$ cat src/hdl/gdg_pkg.sv
// shared types, constants and codes of the ground elevation grid
package gdg_pkg;

  localparam int CoordW    = 24;
  localparam int DeltaW    = 25;
  localparam int CfgW      = 16;
  localparam int RegIdxW   = 3;
  localparam int HagW      = 23;
  localparam int ProdW     = 26;
  localparam int Dist2W    = 50;
  localparam int DivNumW   = 27;
  localparam int DivDenW   = 17;
  localparam int QuoW      = 28;
  localparam int SqrtInW   = 54;
  localparam int RootW     = 27;
  localparam int DistW     = 25;
  localparam int IterN     = 27;
  localparam int IterCntW  = 5;

  localparam int GRID_WIDTH_DEF = 101;

  localparam logic signed [CoordW-1:0] HeightLimitMm = 24'sd1000000;
  localparam logic [HagW-1:0]          HagMax        = 23'h7FFFFF;

  localparam logic [CfgW-1:0] CellSizeRst    = 16'd400;
  localparam logic [CfgW-1:0] LowerBoundRst  = 16'hFA24;
  localparam logic [CfgW-1:0] UpperBoundRst  = 16'd1000;
  localparam logic [CfgW-1:0] SlopeRatioRst  = 16'd6554;
  localparam logic [CfgW-1:0] VehHeightRst   = 16'd1500;
  localparam logic [CfgW-1:0] LocalRadiusRst = 16'd4000;

  typedef enum logic [1:0] {
    KIND_FRAME = 2'd0,
    KIND_ACCUM = 2'd1,
    KIND_QUERY = 2'd2
  } kind_e;

  typedef enum logic [RegIdxW-1:0] {
    REG_CELL_SIZE    = 3'd0,
    REG_LOWER_BOUND  = 3'd1,
    REG_UPPER_BOUND  = 3'd2,
    REG_SLOPE_RATIO  = 3'd3,
    REG_VEH_HEIGHT   = 3'd4,
    REG_LOCAL_RADIUS = 3'd5
  } reg_idx_e;

  typedef enum logic [3:0] {
    ST_CLEAR,
    ST_IDLE,
    ST_MUL,
    ST_LOAD,
    ST_ITER,
    ST_SLOPE,
    ST_WIN,
    ST_UPD_RD,
    ST_UPD_WR,
    ST_QRY_RD,
    ST_QRY_DATA,
    ST_QRY_OUT
  } state_e;

  typedef struct packed {
    logic                     filled;
    logic signed [CoordW-1:0] ground;
  } cell_t;

  typedef struct packed {
    logic load;
    logic step;
  } iter_ctrl_t;

endpackage

$ cat src/hdl/gdg_div.sv
// iterative restoring divider giving a floored signed quotient
module gdg_div (
  input  logic                                clk_i,
  input  gdg_pkg::iter_ctrl_t                 ctrl_i,
  input  logic signed [gdg_pkg::DivNumW-1:0]  num_i,
  input  logic [gdg_pkg::DivDenW-1:0]         den_i,
  output logic signed [gdg_pkg::QuoW-1:0]     quo_o
);

  logic [gdg_pkg::DivNumW-1:0] mag_q;
  logic [gdg_pkg::DivDenW-1:0] rem_q;
  logic [gdg_pkg::DivDenW-1:0] den_q;
  logic                        neg_q;
  logic [gdg_pkg::DivDenW:0]   trial;
  logic                        fits;
  logic signed [gdg_pkg::QuoW-1:0] pos_quo;

  assign trial = {rem_q, mag_q[gdg_pkg::DivNumW-1]};
  assign fits  = trial >= {1'b0, den_q};

  always_ff @(posedge clk_i) begin
    if (ctrl_i.load) begin
      mag_q <= num_i[gdg_pkg::DivNumW-1] ? gdg_pkg::DivNumW'(-num_i)
                                         : gdg_pkg::DivNumW'(num_i);
      rem_q <= '0;
      den_q <= den_i;
      neg_q <= num_i[gdg_pkg::DivNumW-1];
    end else if (ctrl_i.step) begin
      rem_q <= fits ? gdg_pkg::DivDenW'(trial - {1'b0, den_q})
                    : gdg_pkg::DivDenW'(trial);
      mag_q <= {mag_q[gdg_pkg::DivNumW-2:0], fits};
    end
  end

  // floor for negative numerators
  assign pos_quo = $signed({1'b0, mag_q});
  assign quo_o   = neg_q ? (-pos_quo - ((rem_q != '0) ? 28'sd1 : 28'sd0)) : pos_quo;

endmodule

$ cat config.mk
export PLATFORM = sky130hd
export DESIGN_NAME = gdg_div
export DESIGN_NICKNAME = d
export VERILOG_FILES = /design/src/hdl/gdg_pkg.sv /design/src/hdl/gdg_div.sv
export SDC_FILE = /design/constraint.sdc
export NUM_CORES = 1
export LEC_CHECK = 0
export BUFFER_PORTS_ARGS = -buffer_cell sky130_fd_sc_hd__buf_2
export CAP_MARGIN = 10
export CORE_MARGIN = 2
export CORE_UTILIZATION = 55
export DETAILED_ROUTE_END_ITERATION = 8
export PLACE_DENSITY = 0.88
export SLEW_MARGIN = 20
export SYNTH_ARGS = -nofsm -noshare
export SYNTH_HDL_FRONTEND = slang
export SYNTH_SLANG_ARGS = --single-unit
$ cat constraint.sdc
create_clock -name clk_i -period 5.2 [get_ports clk_i]
set_clock_uncertainty 0.15 [all_clocks]
set_input_delay 1.04 -clock clk_i [delete_from_list [all_inputs] [get_ports clk_i]]
set_output_delay 1.04 -clock clk_i [all_outputs]
set_load 0.005 [all_outputs]
==> results of run 1 <==
[power groups by stage]
stage	combinational, W	clock, W	sequential (W)
floorplan	0.000634	0	0.000623
global placement	0.000823	0	0.000635
detailed placement	0.000847	0	0.000638
CTS	0.000855	0.000506	0.000627
global route	0.000963	0.000524	0.000635
finish	0.000874	0.000499	0.000628
[routing by layer]
metal | global-route usage | vias up
met5 | 0 | -
met4 | 0.09333 | 0
met3 | 0.05133 | 40
met2 | 0.4304 | 226
met1 | 0.3157 | 2394
li1 | - | 2568
[layout make-up]
cell class                 instances  area share
inverter                          61     0.03621
clock inverter                     7     0.01642
multi-input combinational        526      0.5730
sequential                        62      0.2675
clock buffer                       9     0.01959
timing repair buffer              76     0.06094
tap                              133     0.02632
[sequential cells by signal, indices dropped and copies added, names as in the netlist]
signal and flops:
rem_q 17, den_q 17, mag_q 27, neg_q 1
[cell usage in the layout, fill, tap and decap left out, types with 9 or more instances in the layout]
master and count:
nand3_1 13, xnor2_1 31, clkbuf_8 9, o31ai_1 11, inv_1 61, ha_1 48
a21oi_1 62, edfxtp_1 45, nor3_1 9, buf_2 74, mux2i_1 20, nor2_1 53
a211oi_1 15, o21ai_0 48, xor2_1 28, a21o_1 14, nand2_1 58, dfxtp_1 17
[metrics by stage]
stage	std cells	setup slack (ps)
2_1_floorplan	675	1133
3_3_place_gp	858	596.2
3_5_place_dp	858	549.0
4_1_cts	874	153.7
5_1_grt	874	7.704
6_report	874	314.4
[logic make-up (layout without fill, tap and decap cells)]
kind of cell / count (synthesis) / count (layout)
buffers and inverters: 87 / 153
adders and majority gates: 49 / 49
AOI/OAI and AO/OA: 210 / 210
xor gates and xnor gates: 59 / 59
and+or+nand+nor: 186 / 186
DFF: 62 / 62
muxes: 22 / 22
[worst register-to-register path, delay by kind of cell, from the launching register on]
kind	cells	cell delay [ps]
buffers and inverters	1	70
AND/OR/NAND/NOR	2	360
adder cells (fa/ha/maj)	2	660
AO/OA/AOI/OAI	5	1860
flip-flops	1	470
[how the worst max path moves through the flow]
| stage | from | to | slack [ps] | cells past startpoint |
|---|---|---|---|---|
| floorplan | rem_q[8]$_SDFFE_PP0P_ | quo_o[17] | 1130 | 14 |
| global placement | rem_q[8]$_SDFFE_PP0P_ | quo_o[17] | 600 | 15 |
| detailed placement | rem_q[8]$_SDFFE_PP0P_ | quo_o[17] | 550 | 15 |
| CTS | rem_q[8]$_SDFFE_PP0P_ | quo_o[17] | 150 | 15 |
| global route | rem_q[8]$_SDFFE_PP0P_ | quo_o[23] | 8 | 15 |
| finish | rem_q[8]$_SDFFE_PP0P_ | quo_o[23] | 310 | 15 |
[timing repair]
item,in CTS,in global routing
endpoints found under the setup margin,0,4
resized for setup,0,2
setup buffers,0,0
==> metrics.txt, run 1 <==
Slew headroom 0.4629; CTS sink count 62; die area 11090 µm²; DR WL met2 approximately 6800 µm; Crit Path Class flop to output pin; Post-synth EDFFs 45; Fill cells ~790; DRT antenna net count 0; Syn Area/Cell approximately 8.4 µm²; r2r setup slk approximately 1500 ps; Final Util 0.6410; largest cells by area after synthesis edfxtp_1 (24%), ha_1 (11%), dfxtp_1 (6.0%); total power ~0.002 W; Core Box Area about 9900 µm²; status complete, no violations; Max Fclk about 0.20 GHz; RR Endpoint rem_q[0]$_SDFFE_PP0P_; Die Y about 110 µm; grt total ovfl 0; asr flop ratio synth 0; sw frac 0.3819; vias in the first global route around 5000; Initial Util 0.5722; Worst path max stage delay approximately 400 ps; Tmin final around 5000 ps; total track usage 0.2529; Max VDD drop roughly 0.16 mV; DRT met1 WL ~6000 µm; Worst Hold End rem_q[1]$_SDFFE_PP0P_; ys flop type edfxtp_1; Synthesized Nets 771; most frequent CP cell ha_1; drt initial violations ~460; top cell type's share of synthesized area 0.2394; XOR/XNOR share of the synthesized area 0.09155; area fraction in compound gates after synthesis 0.2356; Synth top cells by count a21oi_1 (62), inv_1 (61), nand2_1 (58); DRC viols 0; hold_sp rem_q[1]$_SDFFE_PP0P_; #FFs+latches synth 62; period utilisation layout 0.9395; CTS tree yes; initial antenna violation count 0; Ant. Diodes 0; Pleak 2.803 nW; cts hold-fix bufs 0; Crit path required time between 4000 and 5000 ps; die width between 100 and 150 µm; Crit path arrival time 3700 ps; post-route cell area ~6300 µm²; area leader, netlist edfxtp_1; Worst Hold Depth 2; combinational share of power 0.437; worst reg2reg path startpoint mag_q[26]$_DFFE_PP_; IO buf count 74; mapped cell area 5644 µm²; hold_ws approximately 380 ps; CP delay by family, top compound AO/OA/AOI/OAI gates; Layout Nets roughly 830; simple-gate area share of the yosys netlist 0.1629; largest net degree at the start of global routing between 60 and 70; area of the multi-input gates between 3000 and 4000 µm²; Hold Fails Final Rpt 0; share of power burned in registers 0.314; root buf cell clkbuf_8; mux cell area share after synthesis 0.03946; wirelength, routed between 10000 and 15000 µm; measured slew at the worst slew-check pin 805.7 ps; crit path max fanout 5; Setup Total Neg Slack 0 ps; Setup crit end kind output pin; P_sw ~0.00076 W; Inserted Clock Buffers 9; Max stage delay cell, worst path o211ai_1; RSZ-0062 raised after global routing no; clock buffer depth 2; highest routed layer met4; share of layout cells above drive strength 1 0.1565; IO Pins between 70 and 80; Area growth syn-to-layout 12.04%; met3 routed WL 959 µm; via count between 5000 and 6000; worst reg2reg path depth 10; routed length per placed instance 16.16 µm; Max-Cap Viols 0; class of the worst hold path flop to flop; Yosys Warn Count 0; critical path cell sequence nor4_1 -> nand4_1 -> nor4_1 -> ha_1 -> ha_1 -> inv_1 -> ha_1 -> o21bai_1 -> nand3_1 -> a31o_2 -> o211ai_1 -> a311oi_1 -> xor2_1 -> mux2i_1 -> buf_2; Storage cell area roughly 1700 µm²; clk_lat worst skew between 300 and 400 ps; critical path launch point type flop; Final Wtd Congestion 0.9487; 1st-pass router iterations 5; Gate Count Post-Synth between 600 and 700; post-synth cell types 65; # setup viols final 0; most numerous cell in the Yosys netlist a21oi_1; Synth Area in Adders 0.1100; Via density about 6.0; Clock Pin Slew Worst Setup and Hold Paths 80 ps; Pins Over Slew Limit 0; main combinational cell family by area after synthesis compound AO/OA/AOI/OAI gates; FP Rows 36; worst path bufs/invs 2; hpwl dp about 11000 µm; H-tree depth 3; placed cell area between 6000 and 7000 µm²; Seq/Total Area, Yosys 0.2997; clock share of power 0.250; power per cell area between 300 and 400 nW/µm²; first-pass GRT wire length ~23000 µm; Pint 0.001237 W
Power figures use the tool's default switching activity.
==> run 2: changes to the inputs <==
ABC_AREA = 1   (was default)
CAP_MARGIN = default   (was 10)
PLACE_DENSITY = 0.87   (was 0.88)
SKIP_CTS_REPAIR_TIMING = 1   (was default)
==> metrics.txt, run 2 <==
DRC viols 0 (unchanged); 1st-pass router iterations 8 (was 5); Seq/Total Area, Yosys 0.2558 (was 0.2997); crit path max fanout 5 (unchanged); drt initial violations 838 (was 458); Final Wtd Congestion 1.007 (was 0.9487); Pleak 3.928 nW (was 2.803 nW); global routing usage on met1 0.3814 (was 0.3157); Max-Cap Viols 0 (unchanged); area leader, netlist nand2_1 (was edfxtp_1); hold_sp rem_q[12]$_SDFFE_PP0P_ (was rem_q[1]$_SDFFE_PP0P_); power per cell area 278.2 nW/µm² (was 316.4 nW/µm²); largest cells by area after synthesis nand2_1 (20%), edfxtp_1 (20%), inv_1 (10%) (was edfxtp_1 (24%), ha_1 (11%), dfxtp_1 (6.0%)); measured slew at the worst slew-check pin 877.1 ps (was 805.7 ps); Core Box Area 11860 µm² (was 9864 µm²); Yosys Warn Count 0 (unchanged); period utilisation layout 0.8940 (was 0.9395); first-pass GRT wire length 29280 µm (was 23180 µm); Post-synth EDFFs 45 (unchanged); IO Pins 75 (unchanged); Clock Pin Slew Worst Setup and Hold Paths 60 ps (was 80 ps); GR peak layer met2 (unchanged); share of layout cells above drive strength 1 0.1116 (was 0.1565); Crit Path Class flop to output pin (unchanged); CP delay by family, top simple AND/OR/NAND/NOR gates (was compound AO/OA/AOI/OAI gates); # setup viols final 0 (unchanged); Setup crit end kind output pin (unchanged); hpwl dp 13650 µm (was 10570 µm); most numerous cell in the Yosys netlist nand2_1 (was a21oi_1); via count 6935 (was 5228); Worst Setup EP quo_o[15] (was quo_o[23]); Tmin final 4649 ps (was 4886 ps); CTS sink count 62 (unchanged); most frequent CP cell nand2_1 (was ha_1); FP Rows 40 (was 36); post-synth cell types 41 (was 65); status complete, no violations (unchanged); asr flop ratio synth 0 (unchanged); Syn Area/Cell 6.263 µm² (was 8.362 µm²); hold_ws 325.2 ps (was 375.8 ps); worst reg2reg path depth 15 (was 10); Hold Fails Final Rpt 0 (unchanged); GR met3 Demand/Resource 0.03507 (was 0.05133); Layout Nets 1220 (was 832); clock buffer depth 2 (unchanged); DRT antenna net count 0 (unchanged); Fill cells 1073 (was 787); IO buf count 74 (unchanged); initial antenna violation count 0 (unchanged); Setup Total Neg Slack 0 ps (unchanged); Synthesized Nets 1152 (was 771); vias in the first global route 6299 (was 5057); root buf cell clkbuf_16 (was clkbuf_8); critical path launch point type flop (unchanged); routed length per placed instance 13.90 µm (was 16.16 µm); Die Y 113.7 µm (was 105.3 µm); Slew headroom 0.4131 (was 0.4629); mux cell area share after synthesis 0 (was 0.03946); Final Util 0.6246 (was 0.6410); CTS tree yes (unchanged); Largest register FFs 27 (unchanged); #FFs+latches synth 62 (unchanged); Crit path required time 4010 ps (about the same); area fraction in compound gates after synthesis 0.09629 (was 0.2356); grt total ovfl 0 (unchanged); Crit path depth 18 (was 15); Top reg by flops mag_q (unchanged); commonest non-fill, non-tap cells in the layout nand2_1 (361), inv_1 (179), nand3_1 (87) (was buf_2 (74), a21oi_1 (62), inv_1 (61)); Area growth syn-to-layout 12.01% (was 12.04%); Synth top cells by count nand2_1 (361), inv_1 (179), nand3_1 (87) (was a21oi_1 (62), inv_1 (61), nand2_1 (58)); RSZ-0062 raised after global routing no (unchanged); worst reg2reg path startpoint mag_q[26]$_DFFE_PP_ (unchanged); Crit path arrival time 3460 ps (was 3700 ps); critical path cell sequence inv_1 -> nand4_1 -> nor3_1 -> nand4_1 -> nor4_1 -> ha_1 -> ha_1 -> inv_1 -> ha_1 -> o21ai_1 -> nand2_1 -> nand2_1 -> nand3_1 -> nand2_1 -> nand2_1 -> nand3_1 -> o21ai_0 -> buf_2 (was nor4_1 -> nand4_1 -> nor4_1 -> ha_1 -> ha_1 -> inv_1 -> ha_1 -> o21bai_1 -> nand3_1 -> a31o_2 -> o211ai_1 -> a311oi_1 -> xor2_1 -> mux2i_1 -> buf_2); Max Fclk 0.2151 GHz (was 0.2047 GHz); class of the worst hold path flop to flop (unchanged); largest net degree at the start of global routing 42 (was 61); wirelength, routed 17740 µm (was 14120 µm); area of the multi-input gates 4131 µm² (was 3623 µm²); ys flop type edfxtp_1 (unchanged); Via density 5.435 (was 5.982); mapped cell area 6614 µm² (was 5644 µm²); Initial Util 0.5576 (was 0.5722); worst path bufs/invs 3 (was 2); main combinational cell family by area after synthesis simple AND/OR/NAND/NOR gates (was compound AO/OA/AOI/OAI gates); total track usage 0.2793 (was 0.2529); Worst path max stage delay 470 ps (was 400 ps); routing usage on met2 0.4623 (was 0.4304); most common cell after layout, fill and taps aside nand2_1 (was buf_2); simple-gate area share of the yosys netlist 0.3984 (was 0.1629); Storage cell area 1692 µm² (unchanged); Max stage delay cell, worst path nor4_1 (was o211ai_1); XOR/XNOR share of the synthesized area 0.03575 (was 0.09155); Synth Area in Adders 0.09383 (was 0.1100); Ant. Diodes 0 (unchanged); die width 113.7 µm (was 105.3 µm); RR Endpoint rem_q[16]$_SDFFE_PP0P_ (was rem_q[0]$_SDFFE_PP0P_); clk_lat worst skew 340 ps (was 360 ps); r2r setup slk 2680 ps (was 1520 ps); die area 12920 µm² (was 11090 µm²); top cell type's share of synthesized area 0.2049 (was 0.2394); Gate Count Post-Synth 1056 (was 675); H-tree depth 3 (unchanged); worst setup path startpoint rem_q[4]$_SDFFE_PP0P_ (was rem_q[8]$_SDFFE_PP0P_); Pins Over Slew Limit 0 (unchanged); Max VDD drop 0.2369 mV (was 0.1557 mV); Inserted Clock Buffers 9 (unchanged); biggest registers after layout mag_q x27, den_q x17, rem_q x17 (unchanged)
==> run 2: changes by cell type after synthesis, sizes merged, moves of 17 or more <==
cell	previous run	this run
a21oi	65	43
inv	61	183
mux2i	20	0
nand2	58	368
nand3	13	92
nor2	53	83
xor2	28	11
==> run 2: worst reg2reg max path, delay by kind of cell, from the launching register on <==
kind / cells / cell delay, ps
and+or+nand+nor: 11 / 870
DFF: 1 / 500
adders and majority gates: 2 / 650
buffers and inverters: 2 / 240
==> run 2: stage by stage <==
| step | setup WS (ps) | std cells | instance area, µm² | power (W) |
|---|---|---|---|---|
| after floorplan | 1841 | 1056 | 6614 | 0.001166 |
| after global placement | 1109 | 1260 | 7077 | 0.001375 |
| after detailed placement | 992.9 | 1260 | 7079 | 0.001395 |
| after CTS | 589.6 | 1276 | 7408 | 0.002047 |
| after global routing | 224.3 | 1276 | 7408 | 0.002179 |
| final | 551.2 | 1276 | 7408 | 0.002061 |
==> run 2: worst min-delay path by stage <==
stage / endpoint / slack (ps) / depth (start not counted)
final: rem_q[12]$_SDFFE_PP0P_ / 330 / 2
after global routing: rem_q[12]$_SDFFE_PP0P_ / 330 / 2
after CTS: rem_q[12]$_SDFFE_PP0P_ / 330 / 2
after detailed placement: rem_q[12]$_SDFFE_PP0P_ / 320 / 2
after global placement: rem_q[11]$_SDFFE_PP0P_ / 310 / 2
after floorplan: rem_q[10]$_SDFFE_PP0P_ / 300 / 2
==> run 2: cell type report <==
type	instances	share of cell area
clock buffer	12	0.03766
timing repair buffer	76	0.05202
tap	147	0.02483
sequential	62	0.2283
clock inverter	4	0.006756
inverter	183	0.09272
multi-input combinational	792	0.5577
==> run 2: layer usage <==
layer | up-vias | part of all wire
li1 | 3509 | -
met1 | 3090 | 0.44
met2 | 298 | 0.46
met3 | 38 | 0.081
met4 | 0 | 0.021
met5 | - | 0
==> run 2: cells by family after synthesis <==
group                      count (synthesis)
adders and majority gates                 49
and+or+nand+nor                          598
xor gates and xnor gates                  27
AOI/OAI and AO/OA                        118
DFF                                       62
buffers and inverters                    202
==> run 2: where the power goes <==
part / internal, W / leakage, nW / switching [W]
sequential: 0.000580 / 0.596 / 0.0000375
clock: 0.000428 / 0.155 / 0.000222
combinational: 0.000289 / 3.18 / 0.000504
