## config.mk

```make
export PLATFORM = sky130hd
export DESIGN_NAME = gdg_sqrt
export DESIGN_NICKNAME = d
export VERILOG_FILES = /design/src/hdl/gdg_pkg.sv /design/src/hdl/gdg_sqrt.sv
export SDC_FILE = /design/constraint.sdc
export NUM_CORES = 1
export LEC_CHECK = 0
export BUFFER_PORTS_ARGS = -buffer_cell sky130_fd_sc_hd__buf_2
export CAP_MARGIN = 10
export CORE_MARGIN = 2
export CORE_UTILIZATION = 59
export CTS_CLUSTER_DIAMETER = 80
export DETAILED_ROUTE_END_ITERATION = 6
export PLACE_DENSITY = 0.81
export SLEW_MARGIN = 20
export SYNTH_ARGS = -nofsm -noshare
export SYNTH_HDL_FRONTEND = slang
export SYNTH_SLANG_ARGS = --single-unit
```

## constraint.sdc

```tcl
create_clock -name clk_i -period 3.3 [get_ports clk_i]
set_input_delay 0.825 -clock clk_i [delete_from_list [all_inputs] [get_ports clk_i]]
set_output_delay 0.825 -clock clk_i [all_outputs]
set_load 0.02 [all_outputs]
```

## src/hdl/gdg_pkg.sv

```systemverilog
// shared types, constants and codes of the ground elevation grid
package gdg_pkg;

  localparam int CoordW    = 24;
  localparam int DeltaW    = 25;
  localparam int CfgW      = 16;
  localparam int RegIdxW   = 3;
  localparam int HagW      = 23;
  localparam int ProdW     = 26;
  localparam int Dist2W    = 50;
  localparam int DivNumW   = 27;
  localparam int DivDenW   = 17;
  localparam int QuoW      = 28;
  localparam int SqrtInW   = 54;
  localparam int RootW     = 27;
  localparam int DistW     = 25;
  localparam int IterN     = 27;
  localparam int IterCntW  = 5;

  localparam int GRID_WIDTH_DEF = 101;

  localparam logic signed [CoordW-1:0] HeightLimitMm = 24'sd1000000;
  localparam logic [HagW-1:0]          HagMax        = 23'h7FFFFF;

  localparam logic [CfgW-1:0] CellSizeRst    = 16'd400;
  localparam logic [CfgW-1:0] LowerBoundRst  = 16'hFA24;
  localparam logic [CfgW-1:0] UpperBoundRst  = 16'd1000;
  localparam logic [CfgW-1:0] SlopeRatioRst  = 16'd6554;
  localparam logic [CfgW-1:0] VehHeightRst   = 16'd1500;
  localparam logic [CfgW-1:0] LocalRadiusRst = 16'd4000;

  typedef enum logic [1:0] {
    KIND_FRAME = 2'd0,
    KIND_ACCUM = 2'd1,
    KIND_QUERY = 2'd2
  } kind_e;

  typedef enum logic [RegIdxW-1:0] {
    REG_CELL_SIZE    = 3'd0,
    REG_LOWER_BOUND  = 3'd1,
    REG_UPPER_BOUND  = 3'd2,
    REG_SLOPE_RATIO  = 3'd3,
    REG_VEH_HEIGHT   = 3'd4,
    REG_LOCAL_RADIUS = 3'd5
  } reg_idx_e;

  typedef enum logic [3:0] {
    ST_CLEAR,
    ST_IDLE,
    ST_MUL,
    ST_LOAD,
    ST_ITER,
    ST_SLOPE,
    ST_WIN,
    ST_UPD_RD,
    ST_UPD_WR,
    ST_QRY_RD,
    ST_QRY_DATA,
    ST_QRY_OUT
  } state_e;

  typedef struct packed {
    logic                     filled;
    logic signed [CoordW-1:0] ground;
  } cell_t;

  typedef struct packed {
    logic load;
    logic step;
  } iter_ctrl_t;

endpackage

```

## src/hdl/gdg_sqrt.sv

```systemverilog
// iterative integer square root, one result bit per step
module gdg_sqrt (
  input  logic                             clk_i,
  input  gdg_pkg::iter_ctrl_t              ctrl_i,
  input  logic [gdg_pkg::Dist2W-1:0]       n_i,
  output logic [gdg_pkg::DistW-1:0]        root_o
);

  logic [gdg_pkg::SqrtInW-1:0] n_q;
  logic [gdg_pkg::RootW:0]     rem_q;
  logic [gdg_pkg::RootW-1:0]   root_q;
  logic [gdg_pkg::RootW+2:0]   trial;
  logic [gdg_pkg::RootW+2:0]   sub;
  logic                        fits;

  assign trial = {rem_q, n_q[gdg_pkg::SqrtInW-1 -: 2]};
  assign sub   = {1'b0, root_q, 2'b01};
  assign fits  = trial >= sub;

  always_ff @(posedge clk_i) begin
    if (ctrl_i.load) begin
      n_q    <= {{(gdg_pkg::SqrtInW - gdg_pkg::Dist2W){1'b0}}, n_i};
      rem_q  <= '0;
      root_q <= '0;
    end else if (ctrl_i.step) begin
      rem_q  <= fits ? (gdg_pkg::RootW+1)'(trial - sub) : (gdg_pkg::RootW+1)'(trial);
      root_q <= {root_q[gdg_pkg::RootW-2:0], fits};
      n_q    <= {n_q[gdg_pkg::SqrtInW-3:0], 2'b00};
    end
  end

  assign root_o = root_q[gdg_pkg::DistW-1:0];

endmodule

```

==> flow_summary_export.csv, run 1 <==
group,metric,value,unit
cts,cts_tree,"done",
synth,netlist_instances,619,
synth,synth_area_leader_cell,"edfxtp_1",
power,power,5.14,mW
synth,synth-edff-count,50,
sta,setup_viol,0,
synth,synthMuxAreaShare,0.171,
synth,synthesis.nets,701,
power,ir_drop,0.454,mV
critical_path,path_buf_inv,4,
route,first_iter_violations,227,
route,wirelength,12500,um
synth,synthTopCellsByCount,"nor2_1, dfxtp_1, mux2i_1",
critical_path,cp.arrival,3.43,ns
place,dp.cells,784,
synth,synth.area.top_cells,"edfxtp_1, dfxtp_1, mux2_2",
critical_path,cp.required,3.60,ns
floorplan,die-area,11500,sq um
floorplan,core-area,10300,sq um
layout,multiInputGateArea,3150,sq um
cts,htree_levels,3,
route,wl_per_cell,15.5,um
synth,yosysTopAreaCellShare,0.240,
place,post-dp-hpwl,8680,um
synth,synth_seq_cells,109,
sta,finalClockSkew,0.0164,ns
synth,synth.most_common_cell,"nor2_1",
synth,yosys.area_share.xor_xnor,0.0294,
cts,clk_path_buf_depth,2,
sta,rsz0062_at_grt,"yes",
synth,synth_top_family_by_area,"multiplexers",
sta,period_needed,3.13,ns
synth,synth-adder-area-share,0.0579,
route,viasPerCell,5.77,
status,status,"completed",
sta,finalCritPeriodShare,0.948,
sta,final_hold_viol_count,0,
grt,grt_pass1_vias,4507,
sta,fmax,320,MHz
sta,tightest_slew,0.613,ns
job,maxCapViolCount,0,
grt,grt_overflow,0,
floorplan,initial_core_util,0.607,
floorplan,placementRows,37,
cts,path_clk_slew,0.10,ns
route,first_pass_iters,5,
critical_path,path_class,"flop to flop",
synth,synthDistinctLibCells,53,
critical_path,cp_cell_sequence,"inv_1, ha_2, nand2_2, or4_1, nor4_2, nor4_2, buf_4, o31ai_4, buf_4, buf_12, mux2i_1, a211oi_1",
power,leakage,2.92,nW
floorplan,ios,78,
grt,grt_util_all_layers,0.224,
cts,clock-sinks,109,
place,place.port_buffers,77,
critical_path,startpoint_type,"flop",
critical_path,endpoint_kind,"flop",
layout,nNetsFinal,747,
synth,yosys.area_share.simple,0.105,
cts,clk-insertion-delay-late,0.40,ns
cts,cts_hold_buffers,0,
route,route.antenna.remaining_nets,0,
synth,seq_area_frac_synth,0.428,
synth,async_reset_ff_frac,0,
sta,worst_slack,0.173,ns
grt,antenna_found_initial,0,
floorplan,dieHeight,107,um
synth,synth_area_per_cell,10.1,sq um
synth,synth-compound-area-share,0.134,
route,drc_errors,0,
synth,synth-main-ff-cell,"dfxtp_1",
synth,ys_warn_count,0,
place,pre_cts_ws,0.162,ns
place,place_congestion,0.962,
critical_path,slowest_delay,0.57,ns
layout,n_antenna_cell,0,
power,power.density,748,nW/um^2
sta,maxSlewHeadroom,0.591,
grt,grt_pass1_wl,20700,um
critical_path,critPathTopFamily,"simple AND/OR/NAND/NOR gates",
grt,grt_max_degree,54,
layout,final_cells,806,
cts,cts_root_buf,"clkbuf_8",
synth,synth_area,6260,sq um
layout,layout-drive-gt1-share,0.258,
critical_path,cp_slowest_cell,"or4_1",
floorplan,die_width,107,um
layout,regArea,2690,sq um
hold_path,hold_path_class,"flop to flop",
sta,final_max_slew_viol_count,0,
cts,numCtsBuffers,9,
layout,fill_cells,828,
route,vias,4654,
critical_path,crit_fanout,7,
layout,area_delta_synth_final,9.83,%
sta,whs,0.504,ns
-- final timing paths --
check | to | slack (ns) | from | cells after the start
worst max-delay path | rem_q[13] | 0.17 | root_q[11] | 12
worst min-delay path | n_q[51] | 0.50 | n_q[49] | 2
worst max register to register | rem_q[13] | 0.17 | root_q[11] | 12
worst min register to register | n_q[51] | 0.50 | n_q[49] | 2
-- layout by cell type (no fill, tap or decap), types with 5 or more instances in the layout --
cell type  netlist  layout
ha_1            29      25
a21o_1          13      13
clkbuf_8         0       9
mux2i_1         53      53
buf_2            8      75
nand3_1          7       7
nor2_1          75      75
xnor2_1         12      12
edfxtp_1        50      50
o21a_1           5       5
buf_4           26      15
a211oi_1        22      22
dfxtp_1         59      57
nand4_1          5       5
mux2_2          48      48
inv_1           34      34
nand2_1         22      22
a31oi_1         10      10
a21oi_1         27      27
nor3_1           6       6
o21ai_0         19      19
xor2_1           9       9
-- area by class of cell --
cell class,instances,area share
clock inverter,7,0.00964
clock buffer,9,0.0180
tap,136,0.0247
multi-input combinational,418,0.458
timing repair buffer,93,0.0811
inverter,34,0.0186
sequential,109,0.390
-- registers in the layout, indices dropped and copies added, names as in the netlist --
register / flops
root_q: 27
n_q: 54
rem_q: 28
-- routing by layer --
layer / routed length, um / up-vias / track usage / part of all wire
met2: 6100 / 118 / 0.371 / 0.49
met1: 5510 / 2216 / 0.282 / 0.44
met4: 205 / 0 / 0.0612 / 0.016
met5: 0 / - / 0 / 0
met3: 699 / 21 / 0.0736 / 0.056
li1: - / 2299 / - / -
-- logic make-up (layout without fill, tap and decap cells) --
logic type / after synthesis / count (layout)
simple gates: 144 / 144
fa+ha+maj: 29 / 29
flops: 109 / 109
xor+xnor: 21 / 21
compound gates: 123 / 123
buf+inv: 92 / 143
mux: 101 / 101
-- worst register-to-register path: stages, from the launching register on --
cell,delay [ns]
dfxtp_1,0.39
inv_1,0.06
ha_2,0.37
nand2_2,0.09
or4_1,0.57
nor4_2,0.31
nor4_2,0.09
buf_4,0.16
o31ai_4,0.33
buf_4,0.19
buf_12,0.13
mux2i_1,0.08
a211oi_1,0.26
-- timing repair --
action	in CTS	in global routing
buffers inserted	0	4
resized for setup	0	10
setup endpoints to repair	0	23
hold endpoints to repair	0	0
-- stage by stage --
stage          setup TNS [ns]   util  instance area, sq um
2_1_floorplan               0      -                  6260
3_3_place_gp                0  0.636                  6570
3_5_place_dp                0  0.636                  6570
4_1_cts                     0  0.655                  6760
5_1_grt              -0.00763  0.666                  6880
6_report                    0  0.666                  6880
-- power breakdown --
part | internal (mW) | total (mW) | leakage (nW) | switching, mW
clock | 0.294 | 0.799 | 0.101 | 0.505
sequential | 1.60 | 1.72 | 0.995 | 0.118
combinational | 1.23 | 2.62 | 1.82 | 1.39
(Power assumes the default switching activity.)
==> run 2, diff against run 1 <==
Settings changed: CORE_MARGIN 2 to 5.
==> flow_summary_export.csv, run 2 (synthesis gave the netlist of run 1 again) <==
group,metric,value,unit
hold_path,hold_start,"n_q[49]",
power,power.density,721,nW/um^2
layout,layout-drive-gt1-share,0.242,
layout,area_delta_synth_final,8.75,%
layout,largest_reg_flops,54,
critical_path,endpoint_kind,"flop",
floorplan,dieHeight,113,um
critical_path,cp.required,3.57,ns
grt,antenna_found_initial,0,
place,pre_cts_ws,0.189,ns
cts,cts_root_buf,"clkbuf_8",
sta,final_hold_viol_count,0,
sta,tightest_slew,0.591,ns
power,leakage,2.89,nW
floorplan,die_width,113,um
layout,regArea,2680,sq um
sta,maxSlewHeadroom,0.606,
layout,multiInputGateArea,3130,sq um
sta,finalClockSkew,0.0141,ns
critical_path,r2r_start,"root_q[11]",
sta,period_needed,3.11,ns
floorplan,placementRows,37,
route,first_iter_violations,273,
grt,grt_overflow,0,
cts,numCtsBuffers,9,
cts,post_cts_buffers,0,
hold_path,hold_path_class,"flop to flop",
cts,clk_path_buf_depth,2,
cts,cts_hold_buffers,0,
sta,rsz0062_at_grt,"yes",
place,place.port_buffers,77,
route,wl_per_cell,15.5,um
cts,cts_tree,"done",
sta,worst_slack,0.186,ns
route,wirelength,12400,um
layout,fill_cells,801,
place,placed_area,6600,sq um
hold_path,whs_endpoint,"n_q[51]",
critical_path,crit_fanout,14,
layout,finalInstanceArea,6810,sq um
critical_path,reg2regPathDepth,11,
sta,finalCritPeriodShare,0.944,
cts,clk-insertion-delay-late,0.39,ns
status,status,"completed",
layout,largest_registers,"n_q (54), rem_q (28), root_q (27)",
floorplan,core-area,10300,sq um
job,maxCapViolCount,0,
critical_path,cp.arrival,3.38,ns
critical_path,startpoint_type,"flop",
cts,htree_levels,3,
grt,grt_pass1_vias,4545,
layout,n_antenna_cell,0,
place,post-dp-hpwl,8900,um
route,first_pass_iters,7,
hold_path,hold_path_depth,2,
grt,grt_util_all_layers,0.194,
place,dp.cells,785,
power,ir_drop,0.405,mV
cts,path_clk_slew,0.11,ns
floorplan,initial_core_util,0.607,
critical_path,path_class,"flop to flop",
floorplan,die-area,12800,sq um
layout,most-common-layout-cells,"nor2_1, buf_2, dfxtp_1",
grt,grt_pass1_wl,20500,um
grt,grt_max_degree,51,
route,drc_errors,0,
critical_path,crit_path_start,"root_q[11]",
route,route.antenna.remaining_nets,0,
layout,nNetsFinal,742,
sta,fmax,321,MHz
layout,regMostFlops,"n_q",
floorplan,ios,78,
critical_path,reg2reg_slack,0.19,ns
route,viasPerCell,5.69,
critical_path,r2r-end,"rem_q[5]",
sta,setup_viol,0,
place,place_congestion,0.860,
sta,final_max_slew_viol_count,0,
cts,cts_resized,0,
layout,final_cells,801,
cts,clock-sinks,109,
route,vias,4555,
-- run 2: how the worst max path moves through the flow --
stage                      to  slack, ns  cells after the start
finish               rem_q[5]       0.19                     11
global route         rem_q[2]     -0.008                     11
CTS                  rem_q[9]       0.16                     11
detailed placement  rem_q[20]       0.19                     11
global placement     rem_q[6]       0.31                     12
floorplan            rem_q[7]       0.46                     12
-- run 2: worst max-delay path: stages (launching register included) --
cell,delay [ns]
dfxtp_1,0.39
inv_1,0.06
ha_1,0.40
nand2_2,0.10
or4_1,0.59
nor4_2,0.29
nor4_1,0.08
buf_4,0.16
o31ai_4,0.31
buf_4,0.29
mux2i_1,0.22
a211oi_1,0.09
-- run 2: layout make-up --
class / instances / share of cell area
sequential: 109 / 0.394
multi-input combinational: 418 / 0.460
timing repair buffer: 88 / 0.0755
clock inverter: 6 / 0.00808
inverter: 34 / 0.0187
clock buffer: 10 / 0.0187
tap: 136 / 0.0250
-- run 2: per-stage QoR --
stage	TNS (ns)	hold slack (ns)	power [mW]	utilization
global placement	0	0.470	4.01	0.640
floorplan	0	0.456	3.63	-
detailed placement	0	0.481	4.08	0.640
finish	0	0.499	4.91	0.660
CTS	0	0.506	4.87	0.657
global route	-0.00864	0.528	5.24	0.660
-- run 2: metal layers --
layer / global-route usage / wire length [um]
met3: 0.0636 / 830
met5: 0 / 0
met4: 0.0545 / 160
met1: 0.236 / 5400
met2: 0.331 / 6050
-- run 2: power breakdown --
| part | internal [mW] | switching, mW | leakage [nW] |
|---|---|---|---|
| registers | 1.60 | 0.114 | 0.994 |
| clock network | 0.290 | 0.485 | 0.0934 |
| logic | 1.09 | 1.33 | 1.80 |
| total | 2.98 | 1.93 | 2.89 |
==> run 3, diff against run 2 <==
Settings changed: CORE_UTILIZATION 59 to 54, PLACE_DENSITY 0.81 to 0.75.
==> flow_summary_export.csv, run 3 (synthesis gave the netlist of run 1 again) <==
group,metric,value,unit
sta,period_needed,3.02,ns
power,p_sw_frac,0.375,
cts,cts_root_buf,"clkbuf_16",
sta,final_max_slew_viol_count,0,
layout,final_cells,806,
sta,final_hold_viol_count,0,
layout,largest_reg_flops,54,
power,power_frac_seq,0.333,
sta,finalCritPeriodShare,0.916,
grt,grt_pass1_wl,20800,um
critical_path,r2r-end,"rem_q[23]",
route,wl_per_cell,15.2,um
power,switchingPower,1.93,mW
cts,clk-insertion-delay-late,0.36,ns
layout,layout-drive-gt1-share,0.240,
cts,numCtsBuffers,9,
critical_path,reg2regPathDepth,11,
route,drc_errors,0,
sta,finalClockSkew,0.0100,ns
layout,finalInstanceArea,6900,sq um
sta,tightest_slew,0.610,ns
route,viasPerCell,5.56,
grt,antenna_found_initial,0,
layout,n_antenna_cell,0,
floorplan,ios,78,
cts,path_clk_slew,0.08,ns
floorplan,die_width,118,um
power,power,5.15,mW
layout,regMostFlops,"n_q",
route,vias,4485,
layout,nNetsFinal,740,
place,dp.cells,790,
critical_path,endpoint_kind,"flop",
power,power.density,747,nW/um^2
grt,grt_pass1_vias,4428,
place,post-dp-hpwl,8740,um
route,route.antenna.remaining_nets,0,
grt,grt_max_degree,108,
critical_path,cp.required,3.52,ns
sta,maxSlewHeadroom,0.593,
cts,htree_levels,3,
route,wirelength,12300,um
status,status,"completed",
critical_path,startpoint_type,"flop",
sta,whs,0.491,ns
sta,rsz0062_at_grt,"no",
cts,cts_tree,"done",
cts,cts_hold_buffers,0,
floorplan,placementRows,39,
route,first_pass_iters,4,
power,combPwrFrac,0.464,
cts,cts_resized,0,
critical_path,path_class,"flop to flop",
hold_path,hold_path_class,"flop to flop",
hold_path,hold_path_depth,2,
cts,clk_path_buf_depth,2,
power,p_clk_frac,0.203,
critical_path,cp.arrival,3.24,ns
critical_path,crit_fanout,6,
layout,area_delta_synth_final,10.1,%
cts,post_cts_buffers,0,
hold_path,whs_endpoint,"n_q[53]",
place,placed_area,6580,sq um
critical_path,reg2reg_slack,0.28,ns
layout,most-common-layout-cells,"nor2_1, buf_2, dfxtp_1",
sta,tns,0,ns
floorplan,dieHeight,118,um
grt,grt_overflow,0,
floorplan,core-area,11400,sq um
sta,setup_viol,0,
cts,clock-sinks,109,
sta,fmax,331,MHz
layout,largest_registers,"n_q (54), rem_q (28), root_q (27)",
power,ir_drop,0.539,mV
hold_path,hold_start,"n_q[51]",
place,place.port_buffers,77,
floorplan,die-area,13900,sq um
grt,grt_util_all_layers,0.179,
route,first_iter_violations,239,
critical_path,r2r_start,"root_q[10]",
job,maxCapViolCount,0,
power,leakage,2.92,nW
power,power.internal,3.22,mW
floorplan,initial_core_util,0.551,
place,place_congestion,0.915,
[run 3: worst max path at each step]
stage	to	cells after the start	slack, ns	from
final	rem_q[23]	11	0.28	root_q[10]
after global routing	rem_q[14]	11	0.01	root_q[14]
after CTS	rem_q[18]	11	0.17	root_q[10]
after detailed placement	rem_q[18]	11	0.18	root_q[10]
after global placement	rem_q[20]	11	0.35	root_q[10]
after floorplan	rem_q[7]	12	0.46	root_q[0]
[run 3: layer usage]
layer	wire length, um	vias up	global-route usage
li1	-	2287	-
met1	5540	2097	0.225
met2	5920	89	0.291
met3	625	12	0.0634
met4	170	0	0.0516
met5	0	-	0
[run 3: power groups by stage]
stage	sequential, mW	clock (mW)	combinational, mW
after global placement	1.74	0	2.29
final	1.72	1.05	2.39
after CTS	1.72	1.08	2.35
after detailed placement	1.75	0	2.34
after global routing	1.74	1.14	2.65
after floorplan	1.71	0	1.92
[run 3: worst max-delay path: stages, from the launching register on]
cell,delay [ns]
dfxtp_1,0.38
inv_1,0.06
ha_2,0.38
nand2_2,0.09
or4_1,0.58
nor4_2,0.30
nor4_1,0.09
buf_4,0.15
o31ai_4,0.31
buf_4,0.25
mux2i_1,0.22
a211oi_1,0.09
[run 3: area by class of cell]
class / count / area (sq um)
Clock buffer: 9 / 225
Clock inverter: 7 / 58.8
Fill cell: 961 / 4470
Inverter: 34 / 128
Multi-Input combinational cell: 418 / 3130
Sequential cell: 109 / 2680
Tap cell: 143 / 179
Timing Repair Buffer: 86 / 490
[run 3: stage by stage]
step                      setup slack (ns)   util
after floorplan                      0.465      -
after global placement               0.352  0.579
after detailed placement             0.175  0.579
after CTS                            0.169  0.604
after global routing                0.0133  0.607
final                                0.278  0.607
